[config.mk]
export PLATFORM = sky130hd
export DESIGN_NAME = bda_queue
export DESIGN_NICKNAME = d
export VERILOG_FILES = /design/src/rtl/core/bda_pkg.sv /design/src/rtl/core/bda_queue.sv
export SDC_FILE = /design/constraint.sdc
export NUM_CORES = 1
export LEC_CHECK = 0
export BUFFER_PORTS_ARGS = -buffer_cell sky130_fd_sc_hd__buf_2
export CORE_MARGIN = 5
export CORE_UTILIZATION = 25
export CTS_BUF_LIST = sky130_fd_sc_hd__clkbuf_16
export DETAILED_ROUTE_END_ITERATION = 12
export GPL_ROUTABILITY_DRIVEN = 1
export PLACE_DENSITY = 0.56
export SLEW_MARGIN = 20
export SYNTH_ARGS = -nofsm -noshare
export SYNTH_HDL_FRONTEND = slang
export SYNTH_SLANG_ARGS = --single-unit
[constraint.sdc]
create_clock -name i_clk -period 2.45 [get_ports i_clk]
set_clock_uncertainty 0.2 [all_clocks]
set_input_delay 0 -clock i_clk [delete_from_list [all_inputs] [get_ports i_clk]]
set_output_delay 0 -clock i_clk [all_outputs]
set_load 0.05 [all_outputs]
[src/rtl/core/bda_pkg.sv]
// ----------------------------------------------------------------------------
// bda_pkg
// Shared types and constants of the binary to decimal ASCII converter.
// ----------------------------------------------------------------------------
package bda_pkg;

    localparam int VALUE_W = 32;
    localparam int MODE_W  = 2;
    localparam int CHAR_W  = 6;
    localparam int DIGITS  = 10;
    localparam int DIGIT_W = 4;
    localparam int POS_W   = $clog2(DIGITS);

    // size mode codes; any other code falls through to the 32-bit mode
    localparam logic [MODE_W-1:0] SIZE_8  = 2'd0;
    localparam logic [MODE_W-1:0] SIZE_16 = 2'd1;

    localparam logic [VALUE_W-1:0] MASK_8  = 32'h0000_00FF;
    localparam logic [VALUE_W-1:0] MASK_16 = 32'h0000_FFFF;

    // index of the final character position per mode
    localparam logic [POS_W-1:0] LAST_POS_8  = POS_W'(2);
    localparam logic [POS_W-1:0] LAST_POS_16 = POS_W'(4);
    localparam logic [POS_W-1:0] LAST_POS_32 = POS_W'(DIGITS - 1);

    // v / 10 == (v * RECIP) >> RECIP_SHIFT for every 32-bit v
    localparam logic [VALUE_W-1:0] RECIP       = 32'hCCCC_CCCD;
    localparam int                 RECIP_SHIFT = 35;
    localparam int                 PROD_W      = 2 * VALUE_W;
    localparam int                 QUOT_W      = PROD_W - RECIP_SHIFT;

    localparam logic [CHAR_W-1:0] ASCII_ZERO  = 6'd48;
    localparam logic [CHAR_W-1:0] ASCII_SPACE = 6'd32;

    // job queue between the front and the converter
    localparam int Q_DEPTH = 2;
    localparam int Q_PTR_W = $clog2(Q_DEPTH);
    localparam int Q_CNT_W = $clog2(Q_DEPTH + 1);

    typedef struct packed {
        logic [VALUE_W-1:0] value;
        logic [POS_W-1:0]   last_pos;
        logic               padded;
    } t_job;

    typedef logic [DIGITS-1:0][DIGIT_W-1:0] t_digits;

    typedef struct packed {
        t_digits          dig;
        logic [POS_W-1:0] last_pos;
        logic [POS_W-1:0] first;
        logic             padded;
    } t_conv;

    // handshake between converter and emitter
    typedef struct packed {
        logic full;
        t_conv res;
    } t_conv_out;

endpackage

[src/rtl/core/bda_queue.sv]
// ----------------------------------------------------------------------------
// bda_queue
// Short job queue decoupling the front from the converter.
// ----------------------------------------------------------------------------
module bda_queue (
    input  logic          i_clk,
    input  logic          i_rst_n,
    input  logic          i_push_valid,
    input  bda_pkg::t_job i_push_job,
    output logic          o_push_ready,
    output logic          o_pop_valid,
    output bda_pkg::t_job o_pop_job,
    input  logic          i_pop_ready
);
    import bda_pkg::*;

    t_job               r_mem [Q_DEPTH];
    logic [Q_PTR_W-1:0] r_wp, n_wp;
    logic [Q_PTR_W-1:0] r_rp, n_rp;
    logic [Q_CNT_W-1:0] r_cnt, n_cnt;
    logic               push, pop;

    assign o_push_ready = (r_cnt != Q_CNT_W'(Q_DEPTH));
    assign o_pop_valid  = (r_cnt != '0);
    assign o_pop_job    = r_mem[r_rp];
    assign push         = i_push_valid && o_push_ready;
    assign pop          = o_pop_valid && i_pop_ready;

    always_comb begin
        n_wp  = r_wp;
        n_rp  = r_rp;
        n_cnt = r_cnt;
        if (push) begin
            n_wp = (r_wp == Q_PTR_W'(Q_DEPTH - 1)) ? '0 : r_wp + 1'b1;
        end
        if (pop) begin
            n_rp = (r_rp == Q_PTR_W'(Q_DEPTH - 1)) ? '0 : r_rp + 1'b1;
        end
        if (push && !pop) begin
            n_cnt = r_cnt + 1'b1;
        end else if (pop && !push) begin
            n_cnt = r_cnt - 1'b1;
        end
    end

    always_ff @(posedge i_clk) begin
        if (!i_rst_n) begin
            r_wp  <= '0;
            r_rp  <= '0;
            r_cnt <= '0;
        end else begin
            r_wp  <= n_wp;
            r_rp  <= n_rp;
            r_cnt <= n_cnt;
        end
    end

    always_ff @(posedge i_clk) begin
        if (push) begin
            r_mem[r_wp] <= i_push_job;
        end
    end

endmodule

==> results.ini <==
[place]
port_buffers = 79
place.gp.congestion = 0.633
placedCellCount = 361
detailedPlace.worstSlack_ns = 0.638
dp_hpwl_um = 3730

[cells_and_area]
drive_above_1_share_pct = 51.8
final_common_cell = buf_2
seq_area_um2 = 2320
area.growth.synth_to_final_pct = 45.8
n_fill_cell = 1100
final_cells = 417
antenna_cells = 0
layout_common_cells = buf_2, edfxtp_1, dlygate4sd3_1, mux2_2, clkbuf_16
final_nets = 311
fin_util_pct = 37.1
multiInputGateArea_um2 = 557

[global_route]
overflow = 0
grt_pass1_wl_um = 9290
grt_use_total_pct = 8.47
first_global_vias = 1854
grt_max_degree = 22
antenna_found_initial = 0

[yosys]
yosysSeqAreaShare_pct = 79.8
avgSynthCellArea_um2 = 20.9
synth_cell_types = 20
syn-instance-count = 139
synth_fp_nets = 181
ys.warnings.count = 0
synth-seq-cells = 79
synth_area_um2 = 2910

[setup_path]
max_stage_delay_ns = 0.62
cp_cell_sequence = buf_12 -> mux2_2 -> buf_2
path_buf_inv = 2
path_class = flop to output pin
cp_top_family = flip-flops
cp_slowest_cell = dfxtp_2
r2r_start = r_cnt[0]
path_max_fanout = 21
crit_path_end_kind = output pin
arrival_ns = 1.76
critPathLaunchType = flop
required_ns = 2.25

[sta]
fin_crit_ns = 1.96
whs_ns = 0.191
setup_tns_ns = 0
final-max-slew-violation-count = 0
timing.final.crit_share_pct = 80.1
relSlewSlack_pct = 68.6
max_freq_mhz = 510
finalSetupViolCount = 0
worstMarginPinSlew_ns = 0.471
rsz0062_at_grt = false
setup_ws_ns = 0.488
hold_viol = 0

[cts]
cts.path.max_buffers = 2
cts-root-buf = clkbuf_16
clk_latency_ns = 0.33
cts_tree = yes
clk_pin_slew_worst_paths_ns = 0.06
clock_sinks = 79
cts_buffers = 9
cts-htree-levels = 3

[power_and_ir_drop]
p_sw_mw = 1.72
pwr-share-clk_pct = 29.8
leakagePower_nw = 1.59
pwr-share-comb_pct = 33.3
ir_worst_vdd_uv = 500
cellPowerDensity_nw_per_um2 = 1140
seqPwrFrac_pct = 36.9
intPower_mw = 3.11
swShare_pct = 35.6

[floorplan]
io_pins = 80
std_cell_rows = 39
coreArea_um2 = 11400
die_height_um = 118
dieArea_um2 = 13900
start_util_pct = 25.5
die_x_um = 118

[detailed_routing]
postRouteAntennaNets = 0
vias = 1660
wl_per_cell_um = 13.8
drc = 0
viasPerCell = 3.98
routed_wl_um = 5750
firstDrtPassIters = 4
drt_iter0_drc = 47

[outcome]
status = finished clean

[hold_path]
hold_path.class = primary input to flop
min_from = i_push_job[17]

[job]
maxCapViolCount = 0

-- synthesized netlist by cell type --
cell type   n  area, um^2
nand3b_1    1        7.51
o21ai_1     1        5.00
o21ai_0     1        5.00
a21boi_0    1        7.51
inv_1       1        3.75
ha_1        1        12.5
xor2_1      1        8.76
or3_1       1        6.26
or2_2       1        6.26
a21boi_1    1        7.51
buf_2       1        5.00
buf_4       3        22.5
a21bo_2     1        10.0
and3_1      1        6.26
edfxtp_1   74        2220
dfxtp_1     5         100
and2_1      4        25.0
xnor2_1     2        17.5
nand2b_4    1        13.8
mux2_2     37         417
-- kinds of logic (layout without fill, tap and decap cells) --
kind of cell | after synthesis | after routing | synth area share, %
flip-flops | 79 | 79 | 79.8
multiplexers | 37 | 37 | 14.3
AND/OR/NAND/NOR | 9 | 9 | 2.24
AO/OA/AOI/OAI | 5 | 5 | 1.20
buffers and inverters | 5 | 140 | 1.07
XOR/XNOR | 3 | 3 | 0.903
adder cells (fa/ha/maj) | 1 | 1 | 0.430
-- final cells by class --
class | instances | area share (%)
Timing Repair Buffer | 123 | 20.1
Sequential cell | 79 | 54.8
Multi-Input combinational cell | 55 | 13.1
Tap cell | 143 | 4.22
Clock buffer | 9 | 5.31
Clock inverter | 7 | 2.39
Inverter | 1 | 0.0885
-- power by group through the flow --
stage                     registers (mW)  clock network [mW]  logic (mW)
after CTS                           1.79                1.49        1.64
after global routing                1.81                1.54        1.70
after global placement              1.81                   0        1.57
after floorplan                     1.76                   0        1.26
final                               1.78                1.44        1.61
after detailed placement            1.82                   0        1.58
-- flip-flops by register name, indices dropped and copies added (netlist names), named ones only --
name	flops
r_mem	74
r_cnt	2
r_rp	1
r_wp	1
-- worst register-to-register path, delay by kind of cell, from the launching register on --
family | cells | cell delay, ns
and+or+nand+nor | 3 | 0.70
AOI/OAI and AO/OA | 1 | 0.14
adders and majority gates | 1 | 0.33
DFF | 1 | 0.35
-- per-layer routing --
metal / share of wire (%) / track usage (%) / vias to the layer above
li1: - / - / 805
met1: 43 / 9.50 / 788
met2: 50 / 14.2 / 58
met3: 6.2 / 3.70 / 9
met4: 1.0 / 3.23 / 0
met5: 0 / 0 / -
-- what timing repair did --
item / in CTS / in global routing
resized for setup: 0 / 0
endpoints found under the hold margin: 79 / 0
hold buffers: 40 / 0
buffers inserted: 0 / 0
-- per-stage QoR --
| step | power, mW | cell area (um^2) |
|---|---|---|
| floorplan | 3.02 | 2910 |
| global placement | 3.39 | 3510 |
| detailed placement | 3.40 | 3510 |
| CTS | 4.91 | 4240 |
| global route | 5.05 | 4240 |
| finish | 4.83 | 4240 |
-- final timing paths --
path,cells past startpoint,slack [ns],to
max,3,0.49,o_pop_job[29]
min,2,0.19,r_mem[1][17]
max reg2reg,5,0.66,r_cnt[1]
min reg2reg,2,0.36,r_cnt[1]
No activity file was read; power rests on OpenSTA's default activity.
