File: src/rtl/core/bda_pkg.sv
// ----------------------------------------------------------------------------
// bda_pkg
// Shared types and constants of the binary to decimal ASCII converter.
// ----------------------------------------------------------------------------
package bda_pkg;

    localparam int VALUE_W = 32;
    localparam int MODE_W  = 2;
    localparam int CHAR_W  = 6;
    localparam int DIGITS  = 10;
    localparam int DIGIT_W = 4;
    localparam int POS_W   = $clog2(DIGITS);

    // size mode codes; any other code falls through to the 32-bit mode
    localparam logic [MODE_W-1:0] SIZE_8  = 2'd0;
    localparam logic [MODE_W-1:0] SIZE_16 = 2'd1;

    localparam logic [VALUE_W-1:0] MASK_8  = 32'h0000_00FF;
    localparam logic [VALUE_W-1:0] MASK_16 = 32'h0000_FFFF;

    // index of the final character position per mode
    localparam logic [POS_W-1:0] LAST_POS_8  = POS_W'(2);
    localparam logic [POS_W-1:0] LAST_POS_16 = POS_W'(4);
    localparam logic [POS_W-1:0] LAST_POS_32 = POS_W'(DIGITS - 1);

    // v / 10 == (v * RECIP) >> RECIP_SHIFT for every 32-bit v
    localparam logic [VALUE_W-1:0] RECIP       = 32'hCCCC_CCCD;
    localparam int                 RECIP_SHIFT = 35;
    localparam int                 PROD_W      = 2 * VALUE_W;
    localparam int                 QUOT_W      = PROD_W - RECIP_SHIFT;

    localparam logic [CHAR_W-1:0] ASCII_ZERO  = 6'd48;
    localparam logic [CHAR_W-1:0] ASCII_SPACE = 6'd32;

    // job queue between the front and the converter
    localparam int Q_DEPTH = 2;
    localparam int Q_PTR_W = $clog2(Q_DEPTH);
    localparam int Q_CNT_W = $clog2(Q_DEPTH + 1);

    typedef struct packed {
        logic [VALUE_W-1:0] value;
        logic [POS_W-1:0]   last_pos;
        logic               padded;
    } t_job;

    typedef logic [DIGITS-1:0][DIGIT_W-1:0] t_digits;

    typedef struct packed {
        t_digits          dig;
        logic [POS_W-1:0] last_pos;
        logic [POS_W-1:0] first;
        logic             padded;
    } t_conv;

    // handshake between converter and emitter
    typedef struct packed {
        logic full;
        t_conv res;
    } t_conv_out;

endpackage

File: src/rtl/core/bda_if.sv
// ----------------------------------------------------------------------------
// bda_if
// Valid/ready channel interfaces for input numbers and output characters.
// ----------------------------------------------------------------------------
interface bda_in_if;
    import bda_pkg::*;

    logic               valid;
    logic               ready;
    logic [VALUE_W-1:0] value;
    logic [MODE_W-1:0]  size_mode;

    modport source (output valid, output value, output size_mode, input ready);
    modport sink   (input valid, input value, input size_mode, output ready);
endinterface


File: src/rtl/core/bda_front.sv
// ----------------------------------------------------------------------------
// bda_front
// Accept numbers, mask by size mode and classify width and padding.
// ----------------------------------------------------------------------------
module bda_front (
    bda_in_if.sink        i_in,
    output logic          o_job_valid,
    output bda_pkg::t_job o_job,
    input  logic          i_job_ready
);
    import bda_pkg::*;

    always_comb begin
        o_job_valid = i_in.valid;
        i_in.ready  = i_job_ready;
        case (i_in.size_mode)
            SIZE_8: begin
                o_job.value    = i_in.value & MASK_8;
                o_job.last_pos = LAST_POS_8;
                o_job.padded   = 1'b1;
            end
            SIZE_16: begin
                o_job.value    = i_in.value & MASK_16;
                o_job.last_pos = LAST_POS_16;
                o_job.padded   = 1'b1;
            end
            default: begin
                o_job.value    = i_in.value;
                o_job.last_pos = LAST_POS_32;
                o_job.padded   = 1'b0;
            end
        endcase
    end

endmodule

File: src/flat_wrapper.sv
// flat-port wrapper written by rule: the top's interface ports become plain ports
module bda_front_flat import bda_pkg::*;
  (o_job_valid, o_job, i_job_ready, i_in_valid, i_in_value, i_in_size_mode, i_in_ready);
  bda_in_if i_in_i ();
  output logic o_job_valid;
  output bda_pkg::t_job o_job;
  input  logic i_job_ready;
  input wire logic [$bits(i_in_i.valid)-1:0] i_in_valid;
  input wire logic [$bits(i_in_i.value)-1:0] i_in_value;
  input wire logic [$bits(i_in_i.size_mode)-1:0] i_in_size_mode;
  output wire logic [$bits(i_in_i.ready)-1:0] i_in_ready;
  assign i_in_i.valid = i_in_valid;
  assign i_in_i.value = i_in_value;
  assign i_in_i.size_mode = i_in_size_mode;
  assign i_in_ready = i_in_i.ready;
  bda_front u_core (.i_in(i_in_i), .o_job_valid(o_job_valid), .o_job(o_job), .i_job_ready(i_job_ready));
endmodule
File: config.mk
export PLATFORM = sky130hd
export DESIGN_NAME = bda_front_flat
export DESIGN_NICKNAME = d
export VERILOG_FILES = /design/src/rtl/core/bda_pkg.sv /design/src/rtl/core/bda_if.sv /design/src/rtl/core/bda_front.sv /design/src/flat_wrapper.sv
export SDC_FILE = /design/constraint.sdc
export NUM_CORES = 1
export LEC_CHECK = 0
export ABC_AREA = 1
export ABC_CLOCK_PERIOD_IN_PS = 1200
export BUFFER_PORTS_ARGS = -buffer_cell sky130_fd_sc_hd__buf_2
export CAP_MARGIN = 20
export CORE_AREA = 2 2 39 41
export DETAILED_ROUTE_END_ITERATION = 7
export DIE_AREA = 0 0 41 43
export PLACE_DENSITY = 0.86
export SKIP_LAST_GASP = 1
export SLEW_MARGIN = 40
export SYNTH_ARGS = -nofsm -noshare
export SYNTH_HDL_FRONTEND = slang
export SYNTH_SLANG_ARGS = --single-unit
File: constraint.sdc
create_clock -name vclk -period 1.2
set_input_delay 0.12 -clock vclk [all_inputs]
set_output_delay 0.12 -clock vclk [all_outputs]
set_load 0.1 [all_outputs]
==> metrics.yaml, run 1 <==
critPathRequiredTime_ns: 1.08
drive_above_1_share_pct: 60.75
drt-pass1-iter-count: 1
synth_cell_types: 8
post-cts-setup-buffers: 0
drt_iter0_drc: 0
hold_buffers: 0
leakagePower_uw: 0.0006034
syn_area_per_cell_sq_um: 4.986
grt.overflow.total: 0
die_area_sq_um: 1763
criticalPathCategory: "in2out"
crit_buf_inv: 2
layout.cells.non_filler: 123
drcViolationCount: 0
crit_path_end_kind: "output port"
syn_to_final_growth_pct: 193.2
tns_ns: 0
core_area_sq_um: 1384
startpoint_type: "primary input"
synth_top_area_share_pct: 29.66
timing.slew.headroom_pct: 68.89
synthTopCellsByArea: "inv_1 (30%), buf_4 (25%), nand2_1 (18%)"
seq_cell_count: 0
viasPerCell: 3.683
p_per_area_nw_per_um2: 795.0
finalSetupViolCount: 0
clock_buffers: 0
hold_viol: 0
whs_path_depth: 0
syn-num-nets: 102
crit_path_max_fanout: 21
grt_max_degree: 22
multiInputGateArea_sq_um: 136.4
grt_pass1_wl_um: 1580
rsz0062_at_grt: "false"
num_vias: 453
status: "complete, no violations"
netlist_area_sq_um: 329.1
fin_crit_sh_pct: 91.26
report.final.slew_viol_count: 0
wl_per_cell_um: 8.951
antenna_found_initial: 0
routabilityCongestion: 0.6858
grt_pass1_vias: 416
hp-class: "in2out"
yosysTopAreaCell: "inv_1"
detailed_place_hpwl_um: 1092
cts_resized: 0
total_power_uw: 766.9
fp-row-count: 14
die_w_um: 41
start_util_pct: 23.78
grt_usage_pct: 12.29
ant_nets: 0
yosys_warnings: 0
antennaDiodeCount: 0
dp.cells: 123
min_period_ns: 1.095
crit_chain: "buf_2, nor2_8, nor2_2, buf_12"
fmax_mhz: 913.2
slowest_stage: "buf_2"
worstMarginPinSlew_ns: 0.4667
fillers: 94
utilization_pct: 69.71
nNetsFinal: 145
worstSetupPathDepth: 4
port_buffers: 55
peakVddDrop_uv: 430.9
cp_top_family: "buffers and inverters"
register_area_sq_um: 0
die_h_um: 43
maxCapViolCount: 0
cp.arrival_ns: 0.98
yosysSeqAreaShare_pct: 0
io_pins: 75
syn_inst: 66
critPathMaxStageDelay_ns: 0.38
routed_wl_um: 1101
==> stage by stage <==
stage	worst slack (ns)	hold WS [ns]	cell area, sq um
2_1_floorplan	-0.09919	0.3268	352.8
3_3_place_gp	0.1263	0.2407	964.7
3_5_place_dp	0.08890	0.2407	964.7
4_1_cts	0.09105	0.2407	964.7
5_1_grt	0.01143	0.2403	964.7
6_report	0.1049	0.2400	964.7
==> placed cells by master (no fill, tap or decap) <==
cell     synthesis  routed
buf_12           1      29
nand2_1         16      16
buf_2            0      26
nor2_2           0       9
nor2_8           1       1
inv_1           26      26
==> kinds of logic after synthesis <==
family | synth area share (%)
simple gates | 34.60
buf+inv | 65.40
==> cells in the mapped netlist <==
library cell  instances
buf_4                11
nand2_1              16
buf_6                 1
clkbuf_1              1
inv_1                26
nor2_1                9
buf_12                1
nor2_8                1
==> worst paths after layout <==
check | slack [ns] | endpoint | start
max | 0.10 | o_job[15] | i_in_size_mode[1]
min | 0.24 | o_job[10] | i_in_value[5]
==> power breakdown <==
group          internal (uW)  switching, uW  leakage (uW)
logic                    256            511      0.000603
registers                  0              0             0
clock network              0              0             0
==> final cells by class <==
type	instances	share of cell area [%]
multi-input combinational	26	14.14
inverter	26	10.12
tap	16	2.075
timing repair buffer	55	73.67
==> metal layers <==
metal | GRT usage (%) | up-vias | routed length [um]
li1 | - | 240 | -
met1 | 8.861 | 181 | 297
met2 | 28.13 | 32 | 682
met3 | 2.618 | 0 | 120
met4 | 0 | 0 | 0
met5 | 0 | - | 0
Note: power is estimated with default switching activity, not from simulation.
==> run 2: changes to the inputs <==
- ABC_AREA: 1 -> default
- PLACE_DENSITY: 0.86 -> 0.84
==> run 2 against run 1 <==
Cell count decreased by 20%. Sequential share of layout area did not move. Total power shrank 1.7%. Fmax up 2.4%. Final area decreased by 4.9%. Global-route usage increased by 0.50 points. Utilization decreased by 3.4 points. Synthesized cell count shrank 36%. Setup slack improved by 0.025 ns. Largest power group unchanged.
==> metrics.yaml, run 2 <==
status: "complete, no violations"
fillers: 91
rsz0062_at_grt: "false"
crit_path_end_kind: "output port"
crit_chain: "buf_2, and2b_2, buf_12"
cp-startpoint: "i_in_size_mode[1]"
wl_per_cell_um: 11.47
report.final.slew_viol_count: 0
min_period_ns: 1.070
syn-num-nets: 78
peakVddDrop_uv: 525.7
hold_buffers: 0
num_vias: 407
critPathRequiredTime_ns: 1.08
drcViolationCount: 0
fmax_mhz: 934.7
grt_usage_pct: 12.79
syn_area_per_cell_sq_um: 7.090
min_from: "i_in_value[6]"
startpoint_type: "primary input"
antennaDiodeCount: 0
drt-pass1-iter-count: 1
die_h_um: 43
total_power_uw: 753.9
netlist_area_sq_um: 297.8
crit_path_max_fanout: 29
yosysTopAreaCell: "buf_4"
antenna_found_initial: 0
syn_to_final_growth_pct: 208.0
maxCapViolCount: 0
finalSetupViolCount: 0
port_buffers: 55
grt_pass1_vias: 424
utilization_pct: 66.27
grt.overflow.total: 0
grt_max_degree: 30
synth.most_common_cell: "buf_4"
syn_inst: 42
drive_above_1_share_pct: 76.83
clock_buffers: 0
core_area_sq_um: 1384
hold_viol: 0
yosysSeqAreaShare_pct: 0
grt_pass1_wl_um: 1642
ant_nets: 0
hp-class: "in2out"
drt_iter0_drc: 0
viasPerCell: 4.153
cts_resized: 0
detailed_place_hpwl_um: 1063
post-cts-setup-buffers: 0
p_per_area_nw_per_um2: 822.0
nNetsFinal: 120
critPathMaxStageDelay_ns: 0.36
timing.slew.headroom_pct: 70.93
whs_path_depth: 0
fp-row-count: 14
synth_cell_types: 10
io_pins: 75
register_area_sq_um: 0
seq_cell_count: 0
tns_ns: 0
layout_common_cells: "buf_12 (29), buf_2 (26), and2_1 (10)"
criticalPathCategory: "in2out"
yosys_warnings: 0
worstMarginPinSlew_ns: 0.4360
start_util_pct: 21.52
routed_wl_um: 1124
die_area_sq_um: 1763
final_common_cell: "buf_12"
cp.arrival_ns: 0.95
hold_end: "o_job[11]"
fin_crit_sh_pct: 89.16
synth_top_area_share_pct: 27.73
die_w_um: 41
synthTopCellsByArea: "buf_4 (28%), and2_1 (21%), o21a_1 (20%)"
routabilityCongestion: 0.6408
slowest_stage: "buf_2"
leakagePower_uw: 0.0004376
ys_top_cells_by_count: "buf_4 (11), and2_1 (10), o21a_1 (8), and2_2 (6), buf_6 (2)"
-- run 2: cell types whose count changed in the layout (fill, tap and decap cells not counted) --
cell / change
and2_1: +10
and2_2: +6
and2b_2: +1
inv_1: -25
nand2_1: -16
nor2_2: -8
nor2_8: -1
o21a_1: +8
-- run 2: cell type report --
cell class | count | area, sq um | share of cell area, %
Inverter | 1 | 3.754 | 0.4093
Tap cell | 16 | 20.02 | 2.183
Multi-Input combinational cell | 26 | 182.7 | 19.92
Timing Repair Buffer | 55 | 710.7 | 77.49
-- run 2: worst max-delay path by stage --
stage	end	slack, ns
4_1_cts	o_job[3]	0.12
3_3_place_gp	o_job[3]	0.13
6_report	o_job[3]	0.13
5_1_grt	o_job[3]	0.06
3_5_place_dp	o_job[3]	0.12
2_1_floorplan	o_job[2]	-0.003
-- run 2: routing by layer --
metal | vias up | GRT usage (%) | share of wire (%)
li1 | 199 | - | -
met1 | 160 | 8.228 | 21
met2 | 44 | 27.19 | 60
met3 | 4 | 4.712 | 17
met4 | 0 | 4.000 | 1.7
met5 | - | 0 | 0
-- run 2: critical path, delay by kind of cell --
family	cells	cell delay, ns
buf+inv	2	0.53
simple gates	1	0.29
-- run 2: cell families after synthesis --
logic type	Yosys count	synth area share, %
AND/OR/NAND/NOR	18	40.33
buffers and inverters	16	39.49
AO/OA/AOI/OAI	8	20.17
-- run 2: per-stage QoR --
step                      instances  worst slack (ns)  cell area [sq um]  hold WS (ns)
after floorplan                  42         -0.002954              301.5        0.4515
final                            98            0.1301              917.1        0.2400
after global routing             98           0.05532              917.1        0.2402
after global placement           98            0.1350              917.1        0.2407
after detailed placement         98            0.1215              917.1        0.2407
after CTS                        98            0.1184              917.1        0.2407
-- run 2: power breakdown --
part           internal, uW  switching (uW)
Sequential                0               0
Combinational           263             491
Clock                     0               0
Total                   263             491
