**config.mk**
```make
export PLATFORM = sky130hd
export DESIGN_NAME = bda_emit_flat
export DESIGN_NICKNAME = d
export VERILOG_FILES = /design/src/rtl/core/bda_pkg.sv /design/src/rtl/core/bda_if.sv /design/src/rtl/core/bda_emit.sv /design/src/flat_wrapper.sv
export SDC_FILE = /design/constraint.sdc
export NUM_CORES = 1
export LEC_CHECK = 0
export ABC_AREA = 0
export BUFFER_PORTS_ARGS = -buffer_cell sky130_fd_sc_hd__buf_2
export CAP_MARGIN = 20
export CORE_MARGIN = 4
export CORE_UTILIZATION = 35
export DETAILED_ROUTE_END_ITERATION = 6
export GPL_TIMING_DRIVEN = 0
export PLACE_DENSITY = 0.57
export SLEW_MARGIN = 10
export SYNTH_ARGS = -nofsm -noshare
export SYNTH_HDL_FRONTEND = slang
export SYNTH_SLANG_ARGS = --single-unit
```
**constraint.sdc**
```tcl
create_clock -name i_clk -period 7.04 [get_ports i_clk]
set_input_delay 0.704 -clock i_clk [delete_from_list [all_inputs] [get_ports i_clk]]
set_output_delay 0.704 -clock i_clk [all_outputs]
set_load 0.005 [all_outputs]
```
**src/rtl/core/bda_pkg.sv**
```systemverilog
// ----------------------------------------------------------------------------
// bda_pkg
// Shared types and constants of the binary to decimal ASCII converter.
// ----------------------------------------------------------------------------
package bda_pkg;

    localparam int VALUE_W = 32;
    localparam int MODE_W  = 2;
    localparam int CHAR_W  = 6;
    localparam int DIGITS  = 10;
    localparam int DIGIT_W = 4;
    localparam int POS_W   = $clog2(DIGITS);

    // size mode codes; any other code falls through to the 32-bit mode
    localparam logic [MODE_W-1:0] SIZE_8  = 2'd0;
    localparam logic [MODE_W-1:0] SIZE_16 = 2'd1;

    localparam logic [VALUE_W-1:0] MASK_8  = 32'h0000_00FF;
    localparam logic [VALUE_W-1:0] MASK_16 = 32'h0000_FFFF;

    // index of the final character position per mode
    localparam logic [POS_W-1:0] LAST_POS_8  = POS_W'(2);
    localparam logic [POS_W-1:0] LAST_POS_16 = POS_W'(4);
    localparam logic [POS_W-1:0] LAST_POS_32 = POS_W'(DIGITS - 1);

    // v / 10 == (v * RECIP) >> RECIP_SHIFT for every 32-bit v
    localparam logic [VALUE_W-1:0] RECIP       = 32'hCCCC_CCCD;
    localparam int                 RECIP_SHIFT = 35;
    localparam int                 PROD_W      = 2 * VALUE_W;
    localparam int                 QUOT_W      = PROD_W - RECIP_SHIFT;

    localparam logic [CHAR_W-1:0] ASCII_ZERO  = 6'd48;
    localparam logic [CHAR_W-1:0] ASCII_SPACE = 6'd32;

    // job queue between the front and the converter
    localparam int Q_DEPTH = 2;
    localparam int Q_PTR_W = $clog2(Q_DEPTH);
    localparam int Q_CNT_W = $clog2(Q_DEPTH + 1);

    typedef struct packed {
        logic [VALUE_W-1:0] value;
        logic [POS_W-1:0]   last_pos;
        logic               padded;
    } t_job;

    typedef logic [DIGITS-1:0][DIGIT_W-1:0] t_digits;

    typedef struct packed {
        t_digits          dig;
        logic [POS_W-1:0] last_pos;
        logic [POS_W-1:0] first;
        logic             padded;
    } t_conv;

    // handshake between converter and emitter
    typedef struct packed {
        logic full;
        t_conv res;
    } t_conv_out;

endpackage

```
**src/rtl/core/bda_if.sv**
```systemverilog


interface bda_out_if;
    import bda_pkg::*;

    logic              valid;
    logic              ready;
    logic [CHAR_W-1:0] character;
    logic              last;

    modport source (output valid, output character, output last, input ready);
    modport sink   (input valid, input character, input last, output ready);
endinterface

```
**src/rtl/core/bda_emit.sv**
```systemverilog
// ----------------------------------------------------------------------------
// bda_emit
// Hold one converted number and send its characters, one per cycle while the output is ready.
// ----------------------------------------------------------------------------
module bda_emit (
    input  logic               i_clk,
    input  logic               i_rst_n,
    input  bda_pkg::t_conv_out i_res,
    output logic               o_load,
    bda_out_if.source          o_out
);
    import bda_pkg::*;

    logic             r_act, n_act;
    logic [POS_W-1:0] r_idx;
    t_conv            r_num;
    logic             is_last;
    logic             send;

    assign is_last = (r_idx == r_num.last_pos);
    assign send    = r_act && o_out.ready;
    assign o_load  = i_res.full && (!r_act || (send && is_last));

    always_comb begin
        o_out.valid     = r_act;
        o_out.last      = is_last;
        o_out.character = (r_idx < r_num.first) ? ASCII_SPACE
                        : ASCII_ZERO + CHAR_W'(r_num.dig[r_idx]);
    end

    always_comb begin
        n_act = r_act;
        if (o_load) begin
            n_act = 1'b1;
        end else if (send && is_last) begin
            n_act = 1'b0;
        end
    end

    always_ff @(posedge i_clk) begin
        if (!i_rst_n) begin
            r_act <= 1'b0;
        end else begin
            r_act <= n_act;
        end
    end

    always_ff @(posedge i_clk) begin
        if (o_load) begin
            r_num <= i_res.res;
            r_idx <= i_res.res.padded ? '0 : i_res.res.first;
        end else if (send) begin
            r_idx <= r_idx + 1'b1;
        end
    end

endmodule

```
**src/flat_wrapper.sv**
```systemverilog
// flat-port wrapper written by rule: the top's interface ports become plain ports
module bda_emit_flat import bda_pkg::*;
  (i_clk, i_rst_n, i_res, o_load, o_out_valid, o_out_character, o_out_last, o_out_ready);
  bda_out_if o_out_i ();
  input  logic i_clk;
  input  logic i_rst_n;
  input  bda_pkg::t_conv_out i_res;
  output logic o_load;
  output wire logic [$bits(o_out_i.valid)-1:0] o_out_valid;
  output wire logic [$bits(o_out_i.character)-1:0] o_out_character;
  output wire logic [$bits(o_out_i.last)-1:0] o_out_last;
  input wire logic [$bits(o_out_i.ready)-1:0] o_out_ready;
  assign o_out_valid = o_out_i.valid;
  assign o_out_character = o_out_i.character;
  assign o_out_last = o_out_i.last;
  assign o_out_i.ready = o_out_ready;
  bda_emit u_core (.i_clk(i_clk), .i_rst_n(i_rst_n), .i_res(i_res), .o_load(o_load), .o_out(o_out_i));
endmodule
```
==> impl_metrics.toml, run 1 <==
[hold_path]
hp-start = "i_res[15]"
whs_path_depth = 1
hold_path.class = "primary input to flip-flop"
worstHoldEndpoint = "u_core.r_num[15]"

[cts]
ctsLongestPathBuffers = 2
insertion_delay_ns = 0.29
clk_pin_slew_ns = 0.09
cts_resized = 0
cts_setup_buffers = 0
cts.sinks = 53
cts-buffers-inserted = 5
cts_tree = "yes"
htree_levels = 2
postCtsHoldBufs = 0
clockRootBuffer = "clkbuf_8"

[global_route]
overflow = 0
antenna_found_initial = 0
grt_pass1_wl_microns = 6960
grt_pass1_vias = 1442
grt_max_degree = 34
grt_usage_pct = 12.0

[routing]
wirelength_microns = 4300
route.detailed.drc = 0
wl_per_cell_microns = 15.3
final_antenna_net_count = 0
vias_per_cell = 4.73
firstDrtPassIters = 4
drt_iter0_markers = 96
dr_total_vias = 1330

[final_layout]
final_nets = 260
area_growth_syn_to_layout_pct = 23.3
drive_gt1_share_pct = 40.7
fin_area_sq_mm = 0.00280
diodes = 0
n_fill_cell = 612
final_cells = 281

[power_and_ir_drop]
power_frac_comb_pct = 17.4
vdd_ir_drop_max_mv = 0.144
p_seq_share_pct = 54.7
swShare_pct = 22.9
p_sw_uw = 161
power.density_mw_per_mm2 = 250
p_int_uw = 541
clock_power_share_pct = 27.9
leakagePower_nw = 1.11

[worst_setup_path]
cp_data_arrival_time_ns = 2.36
reg2reg_from = "u_core.r_idx[0]"
critPathMaxStageDelay_ns = 0.50
crit_fanout = 33
reg2reg_slack_ns = 4.82
crit_required_ns = 6.34
critPathCaptureType = "output pin"
worstPathCellList = "xnor2_1 > nand4_1 > inv_2 > a21oi_2 > nor2_4 > buf_12 > buf_2"
reg2reg_depth = 6
crit_type = "flip-flop to output pin"
slowest_stage = "edfxtp_1"
cp-start-kind = "flip-flop"
r2r-end = "u_core.r_num[25]"

[floorplan]
core_sq_mm = 0.00631
rows = 29
die_h_microns = 88.6
fp.dieW_microns = 88.6
initial_core_util_pct = 36.0
io_pins = 62
die_area_sq_mm = 0.00784

[synth]
postSynthCellCount = 135
synth_seq_area_share_pct = 69.6
syn-num-nets = 192
yosys_warnings = 0
synthArstFlopShare_pct = 0
ys_ff_latch = 53
syn_area_per_cell_sq_um = 16.8
ys_types = 35
synth_edf_count = 52
synth_flop_cell = "edfxtp_1"
netlist_area_sq_mm = 0.00227

[sta]
hold_violations = 0
tightest_slew_ns = 0.529
post-route-period-util_pct = 43.5
worst_slew_margin_rel_pct = 64.6
grt_setup_unrepaired = "false"
skew_ns = 0.00658
slew_violations = 0
fmax_ghz = 0.327
setup_violations = 0
tns_ns = 0
post-route-min-period_ns = 3.06

[placed_design]
post-dp-hpwl_microns = 3190
dpl_cell_area_sq_mm = 0.00270
dp.cells = 273
routabilityCongestion = 0.852
port_buffers = 60

[run]
cap_violations = 0

[run_status]
status = "finished clean"
## Yosys cell counts, drive strengths merged (2+ instances only)
cell type	number	share of area, %
a21oi	2	0.61
buf	4	1.3
edfxtp	52	69
ha	4	2.2
inv	8	1.3
mux2i	8	3.5
mux4	8	7.9
nand2	5	0.83
nand2b	4	1.1
nand4	3	0.83
nor2	7	1.2
nor2b	3	0.83
nor3	2	0.44
o22ai	4	1.1
xnor2	5	1.9
## state kept, by name (all words and copies together) (netlist names)
register	flops
u_core.r_num	48
u_core.r_idx	4
u_core.o_out.valid	1
## worst max-delay path, delay by kind of cell (launching register included)
kind                   cells  cell delay, ns
AO/OA/AOI/OAI              1            0.11
XOR/XNOR                   1            0.20
buffers and inverters      3            0.60
flip-flops                 1            0.50
AND/OR/NAND/NOR            2            0.64
## kinds of logic after synthesis
logic type      after synthesis  synth area share (%)
mux                          16                  11.5
other cells                   1                 0.165
buf+inv                      12                  2.59
simple gates                 28                  6.28
fa+ha+maj                     4                  2.20
flops                        53                  69.6
xor+xnor                      6                  2.31
compound gates               15                  5.40
## final cells by class
class	instances	area, sq um	area share, %
multi-input combinational	70	639	22.8
inverter	8	30.0	1.07
clock inverter	2	33.8	1.21
clock buffer	6	72.6	2.59
timing repair buffer	61	320	11.4
sequential	53	1580	56.4
buffer	4	28.8	1.03
tap	77	96.3	3.44
## metrics by stage
stage	hold slack [ns]	utilization [%]	power (mW)	setup WS, ns
2_1_floorplan	0.682	-	0.470	3.26
3_3_place_gp	0.705	42.3	0.515	1.88
3_5_place_dp	0.717	42.7	0.517	4.30
5_1_grt	0.556	44.4	0.742	3.76
6_report	0.577	44.4	0.702	3.98
4_1_cts	0.567	44.4	0.713	3.94
## cell usage in the layout (no fill, tap or decap), types with 2 or more instances in the layout
master	Yosys	final
nor2_1	7	6
clkbuf_8	0	5
inv_1	7	7
mux2i_1	8	8
nand2b_1	4	4
buf_2	2	62
xnor2_1	5	5
nand2_1	5	5
mux4_2	8	8
nor2b_1	3	3
ha_1	4	4
o22ai_1	4	4
edfxtp_1	52	52
nand4_1	3	3
nor3_1	2	2
## layer usage
| layer | vias to the layer above | track usage [%] | routed length (microns) |
|---|---|---|---|
| li1 | 662 | - | - |
| met1 | 625 | 14.8 | 1740 |
| met2 | 38 | 20.5 | 2260 |
| met3 | 5 | 3.45 | 256 |
| met4 | 0 | 3.71 | 39 |
| met5 | - | 0 | 0 |
## power groups by stage
| stage | Clock (mW) | Sequential (mW) | Combinational (mW) |
|---|---|---|---|
| after floorplan | 0 | 0.389 | 0.0810 |
| after global placement | 0 | 0.393 | 0.122 |
| after detailed placement | 0 | 0.392 | 0.125 |
| after CTS | 0.203 | 0.385 | 0.126 |
| after global routing | 0.217 | 0.387 | 0.138 |
| final | 0.196 | 0.384 | 0.122 |
## worst max path at each step
stage,from,end,slack (ns),cells past startpoint
2_1_floorplan,u_core.r_idx[1],o_load,3.26,5
3_3_place_gp,u_core.r_idx[0],o_load,1.88,6
3_5_place_dp,u_core.r_idx[0],o_load,4.30,7
4_1_cts,u_core.r_idx[0],o_load,3.94,7
5_1_grt,u_core.r_idx[0],o_load,3.76,7
6_report,u_core.r_idx[0],o_load,3.98,7
No activity file was read; power rests on OpenSTA's default activity.
==> run 2: changes to the inputs <==
- ABC_AREA: 0 -> 1
- clock period: 7.04 -> 3.1 ns (I/O delays scaled with it)
==> run 2 against run 1 <==
Effect of this change:
- design area is 2.2% higher
- sequential share of layout area down 1.2 points
- synthesized cell count increased by 63%
- via count up 27%
- global-route usage up 0.39 points
- critical path type unchanged
- largest cell class unchanged
- highest routed layer unchanged
==> impl_metrics.toml, run 2 <==
[sta]
worst_slew_margin_rel_pct = 58.2
fmax_ghz = 0.368
tightest_slew_ns = 0.620
timing.final.ws_setup_ns = 0.380
holdWs_ns = 0.179
slew_violations = 0
hold_violations = 0
tns_ns = 0
setup_violations = 0
grt_setup_unrepaired = "false"
post-route-min-period_ns = 2.72
skew_ns = 0.00273
post-route-period-util_pct = 87.8

[final_layout]
top_register = "u_core.r_num"
diodes = 0
fin_util_pct = 44.4
drive_gt1_share_pct = 29.4
final_nets = 345
area_growth_syn_to_layout_pct = 21.4
multi_input_area_sq_um = 669
final_common_cell = "buf_2"
n_fill_cell = 617
regArea_sq_mm = 0.00158
largest_reg_flops = 48
final_cells = 366
final_cell_mix = "64 x buf_2, 59 x nand2_1, 52 x edfxtp_1"

[routing]
wl_per_cell_microns = 13.1
firstDrtPassIters = 5
vias_per_cell = 4.62
wirelength_microns = 4780
dr_total_vias = 1692
drt_iter0_markers = 74
route.detailed.drc = 0
final_antenna_net_count = 0

[synth]
yosys_warnings = 0
synth_top_area_cell = "edfxtp_1"
syn_area_per_cell_sq_um = 10.7
synth_common_cells = "59 x nand2_1, 52 x edfxtp_1, 34 x nor2_1, 22 x nand3_1, 14 x inv_1"
syn-num-nets = 277
ys_types = 21
synth_edf_count = 52
netlist_area_sq_mm = 0.00236
synth_top_area_share_pct = 66.1
synthTopCellsByArea = "edfxtp_1 66%, nand2_1 9.4%, nor2_1 5.4%"
ys_ff_latch = 53
synth_flop_cell = "edfxtp_1"
synthArstFlopShare_pct = 0
postSynthCellCount = 220
synthMostInstantiatedCell = "nand2_1"
synth_seq_area_share_pct = 67.0

[cts]
ctsLongestPathBuffers = 2
clk_pin_slew_ns = 0.09
clockRootBuffer = "clkbuf_8"
htree_levels = 2
cts_resized = 0
cts_tree = "yes"
insertion_delay_ns = 0.30
postCtsHoldBufs = 0
cts-buffers-inserted = 5
cts.sinks = 53
cts_setup_buffers = 0

[placed_design]
post-dp-hpwl_microns = 3570
pre_cts_ws_ns = 0.707
dp.cells = 358
port_buffers = 60
routabilityCongestion = 0.727

[global_route]
overflow = 0
grt_pass1_wl_microns = 7880
antenna_found_initial = 0
grt_usage_pct = 12.4
grt_max_degree = 31
grt_pass1_vias = 1668

[floorplan]
initial_core_util_pct = 36.6
rows = 29
fp.dieW_microns = 90.1
die_area_sq_mm = 0.00812
core_sq_mm = 0.00646
die_h_microns = 90.1
io_pins = 62

[power_and_ir_drop]
power.density_mw_per_mm2 = 533
vdd_ir_drop_max_mv = 0.291
leakagePower_nw = 1.28

[worst_setup_path]
cp-start-kind = "flip-flop"
crit_type = "flip-flop to output pin"
crit_fanout = 30
reg2reg_slack_ns = 0.84
cp_data_arrival_time_ns = 2.41
crit_required_ns = 2.79
worstPathCellList = "buf_2 > nand2_1 > nand2_1 > nor2_1 > nand3_1 > nand2_2 > nand2_2 > inv_2 > buf_12 > buf_2"
critPathMaxStageDelay_ns = 0.47
slowest_stage = "edfxtp_1"
critPathCaptureType = "output pin"

[run]
cap_violations = 0

[hold_path]
hold_path.class = "primary input to flip-flop"

[run_status]
status = "finished clean"
run 2: changes by cell type in the layout (fill, tap and decap cells not counted), moves of 3 or more:
cell and delta:
nand2_1 +54, nor2_1 +28, nand3_1 +21, mux2i_1 -8, mux4_2 -8, inv_1 +6, or2_0 +6, xnor2_1 -5
inv_2 +4, nand2b_1 -4, o22ai_1 -4, o31ai_1 +4, nand4_1 -3, nor2b_1 -3
run 2: worst paths after layout:
kind,startpoint,end,cells after the start
worst max-delay path,u_core.r_idx[1],o_load,10
worst min-delay path,i_res[33],u_core.r_num[33],1
worst min register to register,u_core.o_out.valid,u_core.o_out.valid,2
worst max register to register,u_core.r_idx[1],u_core.r_num[40],9
run 2: kinds of logic after synthesis:
| logic type | count (synthesis) | synth area share (%) |
|---|---|---|
| xor gates and xnor gates | 2 | 0.742 |
| and+or+nand+nor | 126 | 22.4 |
| other | 1 | 0.159 |
| DFF | 53 | 67.0 |
| AOI/OAI and AO/OA | 9 | 2.97 |
| adders and majority gates | 4 | 2.12 |
| buffers and inverters | 25 | 4.66 |
run 2: power breakdown:
group | switching (mW) | internal [mW]
Clock | 0.220 | 0.159
Sequential | 0.0212 | 0.846
Combinational | 0.166 | 0.114
Total | 0.408 | 1.12
run 2: worst max-delay path, delay by kind of cell (launching register included):
kind	cells	cell delay, ns
simple gates	6	0.63
flops	1	0.47
buf+inv	4	1.01
run 2: final cells by class:
cell class	instances	share of cell area [%]
repair buffers	61	11.2
clock buffers	6	2.53
multi-input cells	142	23.4
plain buffers	7	1.48
flip-flops and latches	53	55.2
clock inverters	2	0.524
well taps	77	3.36
inverters	18	2.36
run 2: metrics by stage:
stage                     area [sq um]  total power [mW]
after floorplan                   2360              1.06
after global placement            2760              1.16
after detailed placement          2780              1.17
after CTS                         2870              1.55
after global routing              2870              1.62
final                             2870              1.53
run 2: layer usage:
| layer | vias to the layer above | GRT usage, % | wire (microns) |
|---|---|---|---|
| met5 | - | 0 | 0 |
| met4 | 0 | 4.08 | 63 |
| met3 | 7 | 4.67 | 345 |
| met2 | 48 | 20.7 | 2230 |
| met1 | 771 | 14.8 | 2150 |
| li1 | 866 | - | - |
==> run 3: changes to the inputs <==
- CORE_ASPECT_RATIO: not set -> 1.2
==> run 3 against run 2 <==
Effect of this change:
- design area increased by 0.17%
- total power decreased by 0.82%
- clock skew increased by 0.0073 ns
- highest routed layer unchanged
- setup slack improved by 0.035 ns
- critical path type unchanged
==> impl_metrics.toml, run 3 (synthesis results as in run 2) <==
[run_status]
status = "finished clean"

[sta]
grt_setup_unrepaired = "false"
slew_violations = 0
post-route-period-util_pct = 86.6
setup_violations = 0
tightest_slew_ns = 0.606
fmax_ghz = 0.372
post-route-min-period_ns = 2.69
worst_slew_margin_rel_pct = 59.2
hold_violations = 0
skew_ns = 0.0101
tns_ns = 0

[global_route]
overflow = 0
grt_pass1_wl_microns = 7810
grt_max_degree = 31
grtUsageMet2_pct = 22.2
met1_usage_pct = 14.3
grt_pass1_vias = 1680
top_usage_layer = "met2"
antenna_found_initial = 0
met3_usage_pct = 2.53
grt_usage_pct = 12.4

[routing]
route.detailed.drc = 0
vias_per_cell = 4.51
wl_per_cell_microns = 13.0
drt_iter0_markers = 73
final_antenna_net_count = 0
dr_total_vias = 1687
wirelength_microns = 4860
firstDrtPassIters = 4

[final_layout]
final_common_cell = "buf_2"
top_register = "u_core.r_num"
fin_util_pct = 44.3
final_cells = 374
drive_gt1_share_pct = 29.4
area_growth_syn_to_layout_pct = 21.6
diodes = 0
final_nets = 345
largest_reg_flops = 48
fin_area_sq_mm = 0.00287
final_cell_mix = "64 x buf_2, 59 x nand2_1, 52 x edfxtp_1"

[placed_design]
dpl_cell_area_sq_mm = 0.00279
routabilityCongestion = 0.751
port_buffers = 60
post-dp-hpwl_microns = 3620
dp.cells = 366

[worst_setup_path]
worstPathCellList = "buf_2 > nand2_1 > nand2_1 > nor2_1 > nand3_1 > nand2_2 > nand2_2 > inv_2 > buf_12 > buf_2"
critPathMaxStageDelay_ns = 0.46
reg2reg_depth = 9
r2r-end = "u_core.r_num[22]"
reg2reg_slack_ns = 0.87
cp_data_arrival_time_ns = 2.38
cp-start-kind = "flip-flop"
crit_type = "flip-flop to output pin"
critPathCaptureType = "output pin"
slowest_stage = "edfxtp_1"
crit_fanout = 30
crit_required_ns = 2.79
reg2reg_from = "u_core.r_idx[1]"

[cts]
ctsLongestPathBuffers = 2
clockRootBuffer = "clkbuf_8"
cts-buffers-inserted = 5
cts_setup_buffers = 0
postCtsHoldBufs = 0
cts_resized = 0
cts.sinks = 53
htree_levels = 2
insertion_delay_ns = 0.30
cts_tree = "yes"
clk_pin_slew_ns = 0.09

[floorplan]
rows = 32
io_pins = 62
die_area_sq_mm = 0.00813
fp.dieW_microns = 83.0
initial_core_util_pct = 36.4
die_h_microns = 98.0
core_sq_mm = 0.00649

[hold_path]
hp-start = "i_res[45]"
hold_path.class = "primary input to flip-flop"
whs_path_depth = 1
worstHoldEndpoint = "u_core.r_num[45]"

[power_and_ir_drop]
power.density_mw_per_mm2 = 528
vdd_ir_drop_max_mv = 0.278
leakagePower_nw = 1.28

[run]
cap_violations = 0
[run 3: cell count changes in the layout (fill, tap and decap cells not counted), sizes merged]
| cell | delta |
|---|---|
| clkinvlp | -2 |
| clkinv | +2 |
[run 3: through the flow]
stage / total power, mW / setup WS, ns / hold slack, ns
finish: 1.51 / 0.415 / 0.178
detailed placement: 1.17 / 0.716 / 0.488
global route: 1.61 / 0.151 / 0.157
floorplan: 1.06 / 0.625 / 0.409
global placement: 1.16 / -0.134 / 0.487
CTS: 1.54 / 0.362 / 0.167
[run 3: how the worst max path moves through the flow]
stage | start | endpoint
after global placement | u_core.r_idx[1] | o_load
after detailed placement | u_core.r_idx[1] | o_load
after global routing | u_core.r_idx[1] | o_load
final | u_core.r_idx[1] | o_load
after CTS | u_core.r_idx[1] | o_load
after floorplan | u_core.r_idx[1] | u_core.r_num[10]
[run 3: cell type report]
type | count | area [sq um]
fillers | 638 | 3620
repair buffers | 61 | 320
well taps | 85 | 106
plain buffers | 7 | 42.5
clock buffers | 6 | 72.6
inverters | 18 | 67.6
multi-input cells | 142 | 669
flip-flops and latches | 53 | 1580
clock inverters | 2 | 10.0
[run 3: per-layer routing]
layer / share of wire, % / routed length, microns / vias to the layer above
met5: 0 / 0 / -
met4: 2.4 / 119 / 0
met3: 4.2 / 205 / 9
met2: 52 / 2540 / 49
met1: 41 / 1990 / 762
li1: - / - / 867
[run 3: power breakdown]
part,switching (mW),internal [mW]
combinational,0.167,0.114
sequential,0.0205,0.846
clock,0.210,0.157
[run 3: worst max-delay path: cells and delay by family, from the launching register on]
family                 cells  cell delay [ns]
buffers and inverters      4             1.01
DFF                        1             0.46
and+or+nand+nor            6             0.58
